==> config.mk <==
export PLATFORM = sky130hd
export DESIGN_NAME = scancode_to_ascii_decoder
export DESIGN_NICKNAME = d
export VERILOG_FILES = /design/src/design/s2a_pkg.sv /design/src/design/s2a_keymap.sv /design/src/design/s2a_ring.sv /design/src/design/scancode_to_ascii_decoder.sv
export SDC_FILE = /design/constraint.sdc
export NUM_CORES = 1
export LEC_CHECK = 0
export BUFFER_PORTS_ARGS = -buffer_cell sky130_fd_sc_hd__buf_4
export CAP_MARGIN = 15
export CORE_UTILIZATION = 62
export DETAILED_ROUTE_END_ITERATION = 7
export PLACE_DENSITY = 0.82
export SLEW_MARGIN = 30
export SYNTH_ARGS = -nofsm -noshare
export SYNTH_HDL_FRONTEND = slang
export SYNTH_HIERARCHICAL = 1
export SYNTH_SLANG_ARGS = --single-unit
==> constraint.sdc <==
create_clock -name aclk -period 4.45 [get_ports aclk]
set_clock_uncertainty 0.05 [all_clocks]
set_input_delay 0.2225 -clock aclk [delete_from_list [all_inputs] [get_ports aclk]]
set_output_delay 0.2225 -clock aclk [all_outputs]
set_load 0.005 [all_outputs]
==> src/design/s2a_pkg.sv <==
`default_nettype none

package s2a_pkg;

    localparam int RING_DEPTH = 16;
    localparam int IDX_W      = (RING_DEPTH > 1) ? $clog2(RING_DEPTH) : 1;
    localparam int TABLE_LEN  = 58;

    localparam logic OP_FEED = 1'b0;
    localparam logic OP_POP  = 1'b1;

    localparam logic [7:0] SC_PREFIX  = 8'hE0;
    localparam logic [7:0] SC_RELEASE = 8'h80;
    localparam logic [6:0] SC_KEYMASK = 7'h7F;
    localparam logic [6:0] SC_LSHIFT  = 7'h2A;
    localparam logic [6:0] SC_RSHIFT  = 7'h36;
    localparam logic [6:0] SC_CTRL    = 7'h1D;
    localparam logic [6:0] SC_CAPS    = 7'h3A;
    localparam logic [6:0] SC_PGUP    = 7'h49;
    localparam logic [6:0] SC_PGDN    = 7'h51;
    localparam logic [6:0] SC_UP      = 7'h48;
    localparam logic [6:0] SC_DOWN    = 7'h50;

    localparam logic [1:0] SCROLL_NONE = 2'd0;
    localparam logic [1:0] SCROLL_UP   = 2'd1;
    localparam logic [1:0] SCROLL_DOWN = 2'd2;

    localparam logic [6:0] PLAIN_MAP [TABLE_LEN] = '{
        7'h00, 7'h1B, 7'h31, 7'h32, 7'h33, 7'h34, 7'h35, 7'h36, 7'h37, 7'h38,
        7'h39, 7'h30, 7'h2D, 7'h3D, 7'h08, 7'h09, 7'h71, 7'h77, 7'h65, 7'h72,
        7'h74, 7'h79, 7'h75, 7'h69, 7'h6F, 7'h70, 7'h5B, 7'h5D, 7'h0A, 7'h00,
        7'h61, 7'h73, 7'h64, 7'h66, 7'h67, 7'h68, 7'h6A, 7'h6B, 7'h6C, 7'h3B,
        7'h27, 7'h60, 7'h00, 7'h5C, 7'h7A, 7'h78, 7'h63, 7'h76, 7'h62, 7'h6E,
        7'h6D, 7'h2C, 7'h2E, 7'h2F, 7'h00, 7'h2A, 7'h00, 7'h20
    };

    localparam logic [6:0] SHIFT_MAP [TABLE_LEN] = '{
        7'h00, 7'h1B, 7'h21, 7'h40, 7'h23, 7'h24, 7'h25, 7'h5E, 7'h26, 7'h2A,
        7'h28, 7'h29, 7'h5F, 7'h2B, 7'h08, 7'h09, 7'h51, 7'h57, 7'h45, 7'h52,
        7'h54, 7'h59, 7'h55, 7'h49, 7'h4F, 7'h50, 7'h7B, 7'h7D, 7'h0A, 7'h00,
        7'h41, 7'h53, 7'h44, 7'h46, 7'h47, 7'h48, 7'h4A, 7'h4B, 7'h4C, 7'h3A,
        7'h22, 7'h7E, 7'h00, 7'h7C, 7'h5A, 7'h58, 7'h43, 7'h56, 7'h42, 7'h4E,
        7'h4D, 7'h3C, 7'h3E, 7'h3F, 7'h00, 7'h2A, 7'h00, 7'h20
    };

    typedef struct packed {
        logic       push;
        logic       pop;
        logic [6:0] ch;
    } ring_req_t;

    typedef struct packed {
        logic       popped;
        logic [6:0] ch;
        logic       avail;
    } ring_stat_t;

    typedef struct packed {
        logic       push;
        logic [6:0] ch;
        logic [1:0] scroll;
    } key_out_t;

    function automatic logic [6:0] map_char(input logic [6:0] idx, input logic shifted);
        logic [6:0] ch;
        ch = 7'h00;
        if (idx < 7'(TABLE_LEN)) begin
            ch = shifted ? SHIFT_MAP[idx[5:0]] : PLAIN_MAP[idx[5:0]];
        end
        return ch;
    endfunction

endpackage

`default_nettype wire

==> src/design/s2a_keymap.sv <==
`default_nettype none

module s2a_keymap
    import s2a_pkg::*;
(
    input  wire logic       aclk,
    input  wire logic       aresetn,
    input  wire logic       feed_en,
    input  wire logic [7:0] scan_byte,
    output key_out_t        key_out
);

    logic shift_reg, ctrl_reg, caps_reg, prefix_reg;
    logic shift_next, ctrl_next, caps_next, prefix_next;
    logic [6:0] key;
    logic [6:0] base_ch;
    logic [6:0] ch;

    assign key = scan_byte[6:0] & SC_KEYMASK;

    always_comb begin
        base_ch = map_char(key, shift_reg);
        if (!shift_reg && caps_reg && base_ch inside {[7'h61:7'h7A]}) begin
            base_ch = base_ch - 7'h20;
        end
        ch = base_ch;
        if (ctrl_reg && (base_ch inside {[7'h61:7'h7A], [7'h41:7'h5A]})) begin
            ch = {2'b00, base_ch[4:0]};
        end
    end

    always_comb begin
        shift_next  = shift_reg;
        ctrl_next   = ctrl_reg;
        caps_next   = caps_reg;
        prefix_next = prefix_reg;
        key_out     = '{push: 1'b0, ch: ch, scroll: SCROLL_NONE};
        if (scan_byte == SC_PREFIX) begin
            prefix_next = 1'b1;
        end else if ((scan_byte & SC_RELEASE) != 8'h00) begin
            if (key == SC_LSHIFT || key == SC_RSHIFT) begin
                shift_next = 1'b0;
            end
            if (key == SC_CTRL) begin
                ctrl_next = 1'b0;
            end
            prefix_next = 1'b0;
        end else if (prefix_reg) begin
            prefix_next = 1'b0;
            if (key == SC_PGUP || (key == SC_UP && ctrl_reg)) begin
                key_out.scroll = SCROLL_UP;
            end else if (key == SC_PGDN || (key == SC_DOWN && ctrl_reg)) begin
                key_out.scroll = SCROLL_DOWN;
            end
        end else if (key == SC_LSHIFT || key == SC_RSHIFT) begin
            shift_next = 1'b1;
        end else if (key == SC_CTRL) begin
            ctrl_next = 1'b1;
        end else if (key == SC_CAPS) begin
            caps_next = !caps_reg;
        end else begin
            key_out.push = (ch != 7'h00);
        end
        if (!feed_en) begin
            key_out.push   = 1'b0;
            key_out.scroll = SCROLL_NONE;
        end
    end

    always_ff @(posedge aclk) begin
        if (!aresetn) begin
            shift_reg  <= 1'b0;
            ctrl_reg   <= 1'b0;
            caps_reg   <= 1'b0;
            prefix_reg <= 1'b0;
        end else if (feed_en) begin
            shift_reg  <= shift_next;
            ctrl_reg   <= ctrl_next;
            caps_reg   <= caps_next;
            prefix_reg <= prefix_next;
        end
    end

endmodule

`default_nettype wire

==> src/design/s2a_ring.sv <==
`default_nettype none

module s2a_ring
    import s2a_pkg::*;
(
    input  wire logic aclk,
    input  wire logic aresetn,
    input  wire ring_req_t req,
    output ring_stat_t stat
);

    logic [6:0]       ring_mem [RING_DEPTH];
    logic [IDX_W-1:0] rd_idx_reg, rd_idx_next;
    logic [IDX_W-1:0] wr_idx_reg, wr_idx_next;
    logic [IDX_W-1:0] rd_inc, wr_inc;
    logic             empty, full, push_ok, pop_ok;

    assign rd_inc  = (rd_idx_reg == IDX_W'(RING_DEPTH - 1)) ? '0 : rd_idx_reg + 1'b1;
    assign wr_inc  = (wr_idx_reg == IDX_W'(RING_DEPTH - 1)) ? '0 : wr_idx_reg + 1'b1;
    assign empty   = (rd_idx_reg == wr_idx_reg);
    assign full    = (wr_inc == rd_idx_reg);
    assign push_ok = req.push && !full;
    assign pop_ok  = req.pop && !empty;

    assign rd_idx_next = pop_ok  ? rd_inc : rd_idx_reg;
    assign wr_idx_next = push_ok ? wr_inc : wr_idx_reg;

    assign stat.popped = pop_ok;
    assign stat.ch     = pop_ok ? ring_mem[rd_idx_reg] : 7'h00;
    assign stat.avail  = (rd_idx_next != wr_idx_next);

    always_ff @(posedge aclk) begin
        if (push_ok) begin
            ring_mem[wr_idx_reg] <= req.ch;
        end
    end

    always_ff @(posedge aclk) begin
        if (!aresetn) begin
            rd_idx_reg <= '0;
            wr_idx_reg <= '0;
        end else begin
            rd_idx_reg <= rd_idx_next;
            wr_idx_reg <= wr_idx_next;
        end
    end

endmodule

`default_nettype wire

==> src/design/scancode_to_ascii_decoder.sv <==
// Path: input register, decode pass, then result register driving m_tdata.
// Throughput: 1 item per cycle while m_tready is high; input and result registers hold one item each.
// Keyboard flags and ring indices update in the single decode pass between the two.
// Reset: synchronous active-low aresetn clears flags, indices and both valid bits.
// Ring contents are not cleared; only written entries are ever read.
`default_nettype none

module scancode_to_ascii_decoder
    import s2a_pkg::*;
(
    input  wire logic        aclk,
    input  wire logic        aresetn,
    input  wire logic        s_tvalid,
    output logic             s_tready,
    input  wire logic [7:0]  s_tdata,   // [7:0] scan_byte
    input  wire logic        s_tuser,   // [0] opcode
    output logic             m_tvalid,
    input  wire logic        m_tready,
    output logic [15:0]      m_tdata    // [6:0] char_out, [7] char_popped,
                                        // [8] chars_available, [10:9] scroll_request
);

    logic       in_valid_reg;
    logic       in_op_reg;
    logic [7:0] in_byte_reg;
    logic       out_valid_reg;
    logic [15:0] out_data_reg;
    logic       advance;
    key_out_t   key_out;
    ring_req_t  ring_req;
    ring_stat_t ring_stat;

    assign advance  = in_valid_reg && (!out_valid_reg || m_tready);
    assign s_tready = !in_valid_reg || advance;

    always_ff @(posedge aclk) begin
        if (!aresetn) begin
            in_valid_reg <= 1'b0;
        end else if (s_tready) begin
            in_valid_reg <= s_tvalid;
        end
    end

    always_ff @(posedge aclk) begin
        if (s_tready && s_tvalid) begin
            in_op_reg   <= s_tuser;
            in_byte_reg <= s_tdata;
        end
    end

    s2a_keymap u_keymap (
        .aclk      (aclk),
        .aresetn   (aresetn),
        .feed_en   (advance && in_op_reg == OP_FEED),
        .scan_byte (in_byte_reg),
        .key_out   (key_out)
    );

    assign ring_req.push = key_out.push;
    assign ring_req.pop  = advance && in_op_reg == OP_POP;
    assign ring_req.ch   = key_out.ch;

    s2a_ring u_ring (
        .aclk    (aclk),
        .aresetn (aresetn),
        .req     (ring_req),
        .stat    (ring_stat)
    );

    always_ff @(posedge aclk) begin
        if (!aresetn) begin
            out_valid_reg <= 1'b0;
        end else if (advance) begin
            out_valid_reg <= 1'b1;
        end else if (m_tready) begin
            out_valid_reg <= 1'b0;
        end
    end

    always_ff @(posedge aclk) begin
        if (advance) begin
            out_data_reg <= {5'b0, key_out.scroll, ring_stat.avail,
                             ring_stat.popped, ring_stat.ch};
        end
    end

    assign m_tvalid = out_valid_reg;
    assign m_tdata  = out_data_reg;

endmodule

`default_nettype wire

---- After elaboration in Yosys (flattened, before gate mapping) ----
Memories as Yosys holds them, arrays and structs flattened. A register that Yosys moved wholly into a read port is not among the register bits.
Index checks and enable logic that the tools add are counted.
W data, S select, Z words.
storage, ports and cells
  memories ................................ 3
  ROM bits ................................ 896
  RAM bits ................................ 112
  register bits after elaboration ......... 27
  word-level logic and storage cells ...... 120
cells by class
  reduce and logical (&&, ||, !) cells .... 34
  equality and inequality tests ........... 16
  add/subtract/negate cells ............... 3
  $lt $le $gt $ge ......................... 8
  bitwise logic cells ..................... 8
  multiplexer cells ....................... 35
memory list
  memory            words  bits a word  rd ports  clocked after memory_dff  wr ports  RTL line        text
  (name not given)  64     7            1         0                         0         s2a_pkg.sv:68   ch = shifted ? SHIFT_MAP[idx[5:0]] : PLAIN_MAP[idx[5:0]];
  (name not given)  64     7            1         0                         0         s2a_pkg.sv:68
  u_ring.ring_mem   16     7            1         1                         1         s2a_ring.sv:12  logic [6:0] ring_mem [RING_DEPTH];
operators with widths
  kind                   count
  $mux W7                8
  $eq A7 B7 Y1 const B   4
  $ge A7 B7 Y1 const B   4
  $mux W1                22
  $eq A7 B6 Y1 const B   3
  $le A7 B7 Y1 const B   3
  $mux W4                4
  $logic_and A1 B1 Y1    14
  $add A4 B1 Y4 const B  2
  $eq A4 B4 Y1           2
  $eq A4 B4 Y1 const B   2
  $eq A8 B8 Y1 const B   1
  $eq A7 B5 Y1 const B   1
  $logic_not A1 Y1       7
  $lt A7 B6 Y1 const B   1
  $not A1 Y1             7
  $not A6 Y7             1
  $reduce_and A7 Y1      1
  $reduce_bool A7 Y1     1
  $sub A7 B6 Y7 const B  1
  $logic_or A1 B1 Y1     5
  $reduce_and A5 Y1      1
  $reduce_or A5 Y1       1
  $ne A2 B2 Y1 const B   2
  5 further kinds        6

---- Depth between registers and ports, before layout ----
Gate-level depths: netlist (run 1).
  depth in word-level cells ............... 26
  depth in mapped cells ................... 16
  gate-level depth less buffers ........... 14

---- Hierarchy ----
Netlist (run 1), hierarchy kept.
by module, submodules not included
  module                     cells an instance  times used  area an instance (µm²)
  s2a_ring                   277                1           5,083.6
  s2a_keymap                 245                1           1,804.2
  scancode_to_ascii_decoder  38                 1           768.2

---- Worst setup path before layout (run 1) ----
No wires, ideal clock.
  path type ............................... register to register
  start point ............................. register in_byte_reg[1]
  end point ............................... memory u_ring.ring_mem[3][0] (enable)
  setup slack ............................. 332 ps
  setup time .............................. 380 ps
  buffers on the path ..................... 2
  cell stages (with the launch flop) ...... 16
  required time ........................... 4,020 ps
  data arrival time ....................... 3,688 ps
  cells stage by stage .................... edfxtp_1 buf_2 inv_1 ha_1 buf_2 inv_1 mux4_2 nand2_1 o211ai_1 and2_1 a41o_1 a31oi_1 inv_1 a21oi_2 nand2_1 nor3_1
RTL lines
  item                      RTL line                         text
  start: declaration        scancode_to_ascii_decoder.sv:25  logic [7:0] in_byte_reg;
  start signal: assignment  scancode_to_ascii_decoder.sv:47  in_byte_reg <= s_tdata;
  end: declaration          s2a_ring.sv:12

==> results.yml, run 1 <==
setup_path:
  r2r-end: "u_ring/ring_mem[2][0]"
  worst_ep_arrival_time_ns: 4.26
  reg2reg_from: "in_byte_reg[0]"
  endpoint_kind: "flop"
  critPathKind: "reg -> reg"
  cp-start-kind: "flop"
  r2r_slack_ns: 0.26
  ff2ff_path_depth: 14
  worst-path-max-fanout: 13
  cp.required_ns: 4.53
floorplan:
  die_w_microns: 113
  core_sq_um: 12000
  initial_utilization_pct: 63.7
  die_y_microns: 113
  fp.dieArea_sq_um: 12800
  ioPinCount: 31
  num_rows: 40
power_and_ir_drop:
  power.switching_mw: 0.688
  switching_share_pct: 22.5
  pwr-share-seq_pct: 50.3
  p_int_mw: 2.37
  combPwrFrac_pct: 8.3
  peakVddDrop_mv: 0.186
  p_leak_nw: 3.02
  power_density_nw_per_um2: 354
  clkPwrFrac_pct: 41.5
finish:
  antenna_cells: 0
  design_area_sq_um: 8640
  nets: 637
  largest_reg_flops: 112
  finalNonFillerCells: 765
  syn2layout_area_growth_pct: 12.8
  drive_above_1_share_pct: 25.1
placed_design:
  postPlaceCellArea_sq_um: 8010
  place_inst: 725
  dp_hpwl_microns: 11700
  portBuffers: 25
  gp_congestion: 0.974
clock_network:
  clk-insertion-delay-late_ns: 0.42
  cts_buffer_depth: 2
  cts_tree: "built"
  post_cts_buffers: 0
  cts_max_level: 4
  root_buffer: "clkbuf_16"
  cts.clk_slew.worst_paths_ns: 0.06
  cts_buffers: 17
  clock_sink_count: 146
logic_synthesis:
  synth_ff_type: "edfxtp_1"
  ys_warn_count: 6
  ys_seq_area_share_pct: 55.4
  syn_area_per_cell_sq_um: 13.7
  synth_cells: 560
  synth_common_cells: "edfxtp_1, mux4_2, nand2_1, nor2_1, a21oi_1"
  synth_top_cell_by_area: "edfxtp_1"
  synthTopCellsByArea: "edfxtp_1, mux4_2, dfxtp_1, ha_1, nand2_1"
  synth_area_sq_um: 7660
  yosysUniqueCellTypes: 84
  synth_edf_count: 132
  ys_async_sr_fraction_pct: 0
  yosysMostFrequentCell: "edfxtp_1"
  synth_top_cell_area_share_pct: 51.8
  synth_seq_cells: 146
global_route:
  grt_antenna_before_repair: 0
  grt_max_degree: 34
  overflow: 0
  grt_pass1_wl_microns: 27400
  grtUsageTotal_pct: 29.3
  grt_pass1_vias: 4909
min_path:
  hold_start: "aresetn"
  hp-class: "in -> reg"
  hold-path-endpoint: "u_ring/rd_idx_reg[3]"
  hold_depth: 2
detailed_routing:
  vias_per_cell: 6.52
  wl_microns: 17500
  firstDrtPassIters: 7
  wl_per_cell_microns: 22.8
  ant_nets: 0
  drc: 0
  drtIter0Drc: 456
  vias: 4986
timing:
  setup_viol: 0
  finalHoldViolations: 0
  timing.fmax_ghz: 0.239
  min_period_ns: 4.19
  tightest_slew_ns: 0.757
  setup-tns-final_ns: 0
  rsz0062_at_grt: "no"
  period_share_pct: 94.1
  drv_slew: 0
  slew_headroom_pct: 49.5
job:
  cap_violations: 0
run_status:
  status: "finished clean"
## metrics by stage
stage	worst slack [ns]	total power, mW	hold slack [ns]	util [%]
after floorplan	0.332	1.73	0.271	-
after detailed placement	0.399	1.80	0.352	66.7
after global routing	0.00899	3.14	0.0483	71.9
after global placement	0.581	1.79	0.350	66.7
final	0.263	3.06	0.0336	71.9
after CTS	0.348	3.06	0.0213	71.9
## timing repair
action | 4_1_cts | 5_1_grt
resized for setup | 0 | 0
hold endpoints to repair | 10 | 0
hold buffers | 10 | 0
endpoints found under the setup margin | 0 | 0
## kinds of logic (layout without fill, tap and decap cells)
logic type	count (synthesis)	after routing	synth area share [%]
AOI/OAI and AO/OA	111	111	11.3
and+or+nand+nor	153	153	10.7
buffers and inverters	64	118	4.56
xor gates and xnor gates	16	16	2.01
adders and majority gates	17	17	2.78
muxes	52	52	13.2
other	1	5	0.0490
DFF	146	146	55.4
## power by group through the flow
stage | logic [mW] | registers, mW | clock network [mW]
final | 0.252 | 1.54 | 1.27
after floorplan | 0.172 | 1.56 | 0
after global routing | 0.272 | 1.54 | 1.33
after CTS | 0.248 | 1.54 | 1.28
after global placement | 0.231 | 1.56 | 0
after detailed placement | 0.239 | 1.56 | 0
## worst max-delay path, stage by stage, from the launching register on
cell and delay, ns:
edfxtp_1 0.50, inv_2 0.15, ha_1 0.45, mux2i_1 0.13
o31ai_1 0.20, a21oi_1 0.07, o221ai_1 0.42, nor2_1 0.15
a41o_1 0.30, a31oi_1 0.32, inv_1 0.13, a21oi_2 0.34
nand2_1 0.24, nor3_1 0.22, buf_4 0.22
## cells in the final DEF, fill, tap and decap left out, drive strengths merged, types with 11 or more instances in the layout
cell	n
inv	23
edfxtp	132
clkbuf	18
a21oi	22
nand2	35
nand2b	13
buf	56
dfxtp	14
ha	17
nor2b	11
mux4	38
mux2i	13
and2	15
o21ai	14
nand3	13
nor2	35
## layer usage
layer	GRT usage, %	up-vias	part of all wire, %
met3	5.84	44	5.3
met5	0	-	0
li1	-	2242	-
met2	49.2	234	52
met4	14.5	0	3.2
met1	36.7	2466	39
## worst max path at each step
stage | from | to | cells after the start
after global placement | in_byte_reg[0] | u_ring/ring_mem[0][2] | 14
final | in_byte_reg[0] | u_ring/ring_mem[2][0] | 14
after detailed placement | in_byte_reg[0] | u_ring/ring_mem[2][2] | 14
after CTS | in_byte_reg[0] | u_ring/ring_mem[0][0] | 14
after floorplan | in_byte_reg[1] | u_ring/ring_mem[3][0] | 15
after global routing | in_byte_reg[0] | u_ring/ring_mem[2][2] | 14
## area by class of cell
type | count | area (sq um)
clock inverter | 12 | 93.8
multi-input combinational | 354 | 3080
tap | 147 | 184
fill | 751 | 3370
sequential | 146 | 4250
clock buffer | 18 | 429
timing repair buffer | 66 | 520
inverter | 22 | 85.1
No activity file was read; power rests on OpenSTA's default activity.
==> run 2: changes to the inputs <==
--- a/config.mk
+++ b/config.mk
@@ -9,6 +9,7 @@
 export CAP_MARGIN = 15
 export CORE_UTILIZATION = 62
 export DETAILED_ROUTE_END_ITERATION = 7
+export MAX_ROUTING_LAYER = met4
 export PLACE_DENSITY = 0.82
 export SLEW_MARGIN = 30
 export SYNTH_ARGS = -nofsm -noshare
==> run 2 against run 1 <==
- critical path depth down 1
- combinational power about the same
- non-clock buffer count fell by 1
- fmax increased by 0.69%
- sequential share of layout area down 0.26 points
- final area up 0.54%
- critical endpoint is now u_ring/ring_mem[3][1]
- largest power group unchanged
- highest routed layer unchanged
==> results.yml, run 2 (same netlist as run 1, synthesis figures left out) <==
run_status:
  status: "finished clean"
clock_network:
  cts_max_level: 4
  root_buffer: "clkbuf_16"
  clock_sink_count: 146
  cts_tree: "built"
  cts_buffers: 17
  cts_buffer_depth: 2
  clk-insertion-delay-late_ns: 0.43
  cts.clk_slew.worst_paths_ns: 0.06
timing:
  min_period_ns: 4.16
  period_share_pct: 93.4
  rsz0062_at_grt: "no"
  drv_slew: 0
  tightest_slew_ns: 0.784
  setup_viol: 0
  setup_slack_ns: 0.292
  setup-tns-final_ns: 0
  finalHoldViolations: 0
  timing.fmax_ghz: 0.241
  slew_headroom_pct: 47.6
finish:
  syn2layout_area_growth_pct: 13.4
  layout_common_cells: "edfxtp_1, buf_4, mux4_2, nand2_1, nor2_1"
  antenna_cells: 0
  finalNonFillerCells: 766
  largest_reg_flops: 112
  nets: 636
  final_common_cell: "edfxtp_1"
  drive_above_1_share_pct: 26.0
global_route:
  grt_max_degree: 34
  grt_pass1_wl_microns: 28000
  grt_pass1_vias: 4967
  grt_antenna_before_repair: 0
  grtUsageTotal_pct: 31.0
  overflow: 0
placed_design:
  dp_hpwl_microns: 11700
  portBuffers: 25
  place_inst: 724
  gp_congestion: 0.959
  place_ws_ns: 0.285
floorplan:
  die_y_microns: 113
  fp.dieArea_sq_um: 12800
  die_w_microns: 113
  num_rows: 40
  core_sq_um: 12000
  initial_utilization_pct: 63.7
  ioPinCount: 31
setup_path:
  cp-start-kind: "flop"
  r2r_slack_ns: 0.29
  critPathKind: "reg -> reg"
  endpoint_kind: "flop"
  worst-path-max-fanout: 9
  reg2reg_from: "in_byte_reg[1]"
  r2r-end: "u_ring/ring_mem[3][1]"
  ff2ff_path_depth: 13
  cp.required_ns: 4.53
  worst_ep_arrival_time_ns: 4.24
power_and_ir_drop:
  peakVddDrop_mv: 0.163
  total_power_mw: 3.13
  p_leak_nw: 3.02
  power_density_nw_per_um2: 360
detailed_routing:
  wl_microns: 18000
  vias_per_cell: 6.61
  vias: 5063
  drc: 0
  drtIter0Drc: 488
  ant_nets: 0
  firstDrtPassIters: 5
  wl_per_cell_microns: 23.5
min_path:
  hold_depth: 3
  hold-path-endpoint: "u_keymap/ctrl_reg"
  hold_start: "aresetn"
  hp-class: "in -> reg"
job:
  cap_violations: 0
run 2: cell types whose count changed in the layout (fill, tap and decap cells not counted), sizes merged:
cell and change:
clkinvlp +2, buf -1, clkbuf -1, inv +2
clkinv -1
run 2: power by group:
group | total (mW) | switching, mW | internal (mW)
combinational | 0.251 | 0.155 | 0.0960
clock | 1.34 | 0.568 | 0.773
sequential | 1.54 | 0.0164 | 1.52
run 2: final cells by class:
type	instances	area (sq um)
multi-input cells	354	3100
well taps	147	184
fillers	744	3330
repair buffers	65	513
inverters	22	85.1
flip-flops and latches	146	4250
clock inverters	15	136
clock buffers	17	425
run 2: worst max path at each step:
| stage | start | slack [ns] | end | cells past startpoint |
|---|---|---|---|---|
| 2_1_floorplan | in_byte_reg[1] | 0.33 | u_ring/ring_mem[3][0] | 15 |
| 3_3_place_gp | in_byte_reg[0] | 0.42 | u_ring/ring_mem[3][0] | 13 |
| 3_5_place_dp | in_byte_reg[0] | 0.29 | u_ring/ring_mem[3][0] | 13 |
| 4_1_cts | in_byte_reg[0] | 0.19 | u_ring/ring_mem[3][2] | 13 |
| 5_1_grt | in_byte_reg[1] | 0.04 | u_ring/ring_mem[3][1] | 14 |
| 6_report | in_byte_reg[1] | 0.29 | u_ring/ring_mem[3][1] | 13 |
run 2: worst max-delay path: stages (launching register included):
cell,delay (ns)
edfxtp_1,0.51
inv_1,0.27
ha_2,0.39
xnor2_1,0.15
o311ai_1,0.46
a211o_1,0.22
nor2_1,0.08
a41o_1,0.28
a31oi_1,0.33
inv_1,0.14
a21oi_4,0.24
nand2_1,0.21
nor3_1,0.29
buf_4,0.23
run 2: repair_timing:
item                       CTS  global route
hold endpoints to repair    10             0
setup buffers                0             0
hold buffers                10             0
gates resized for setup      0             4
setup endpoints to repair    0            19
run 2: routing by layer:
| metal | up-vias | wire, microns | global-route usage, % |
|---|---|---|---|
| li1 | 2249 | - | - |
| met1 | 2508 | 6900 | 37.5 |
| met2 | 253 | 9320 | 50.8 |
| met3 | 53 | 1190 | 6.32 |
| met4 | 0 | 597 | 13.3 |
| met5 | - | 0 | - |
run 2: per-stage QoR:
stage	utilization (%)	area (sq um)	hold WS, ns
2_1_floorplan	-	7670	0.271
3_3_place_gp	66.6	8010	0.351
3_5_place_dp	66.6	8010	0.352
4_1_cts	72.2	8670	0.0124
5_1_grt	72.3	8680	0.0375
6_report	72.3	8680	0.0360
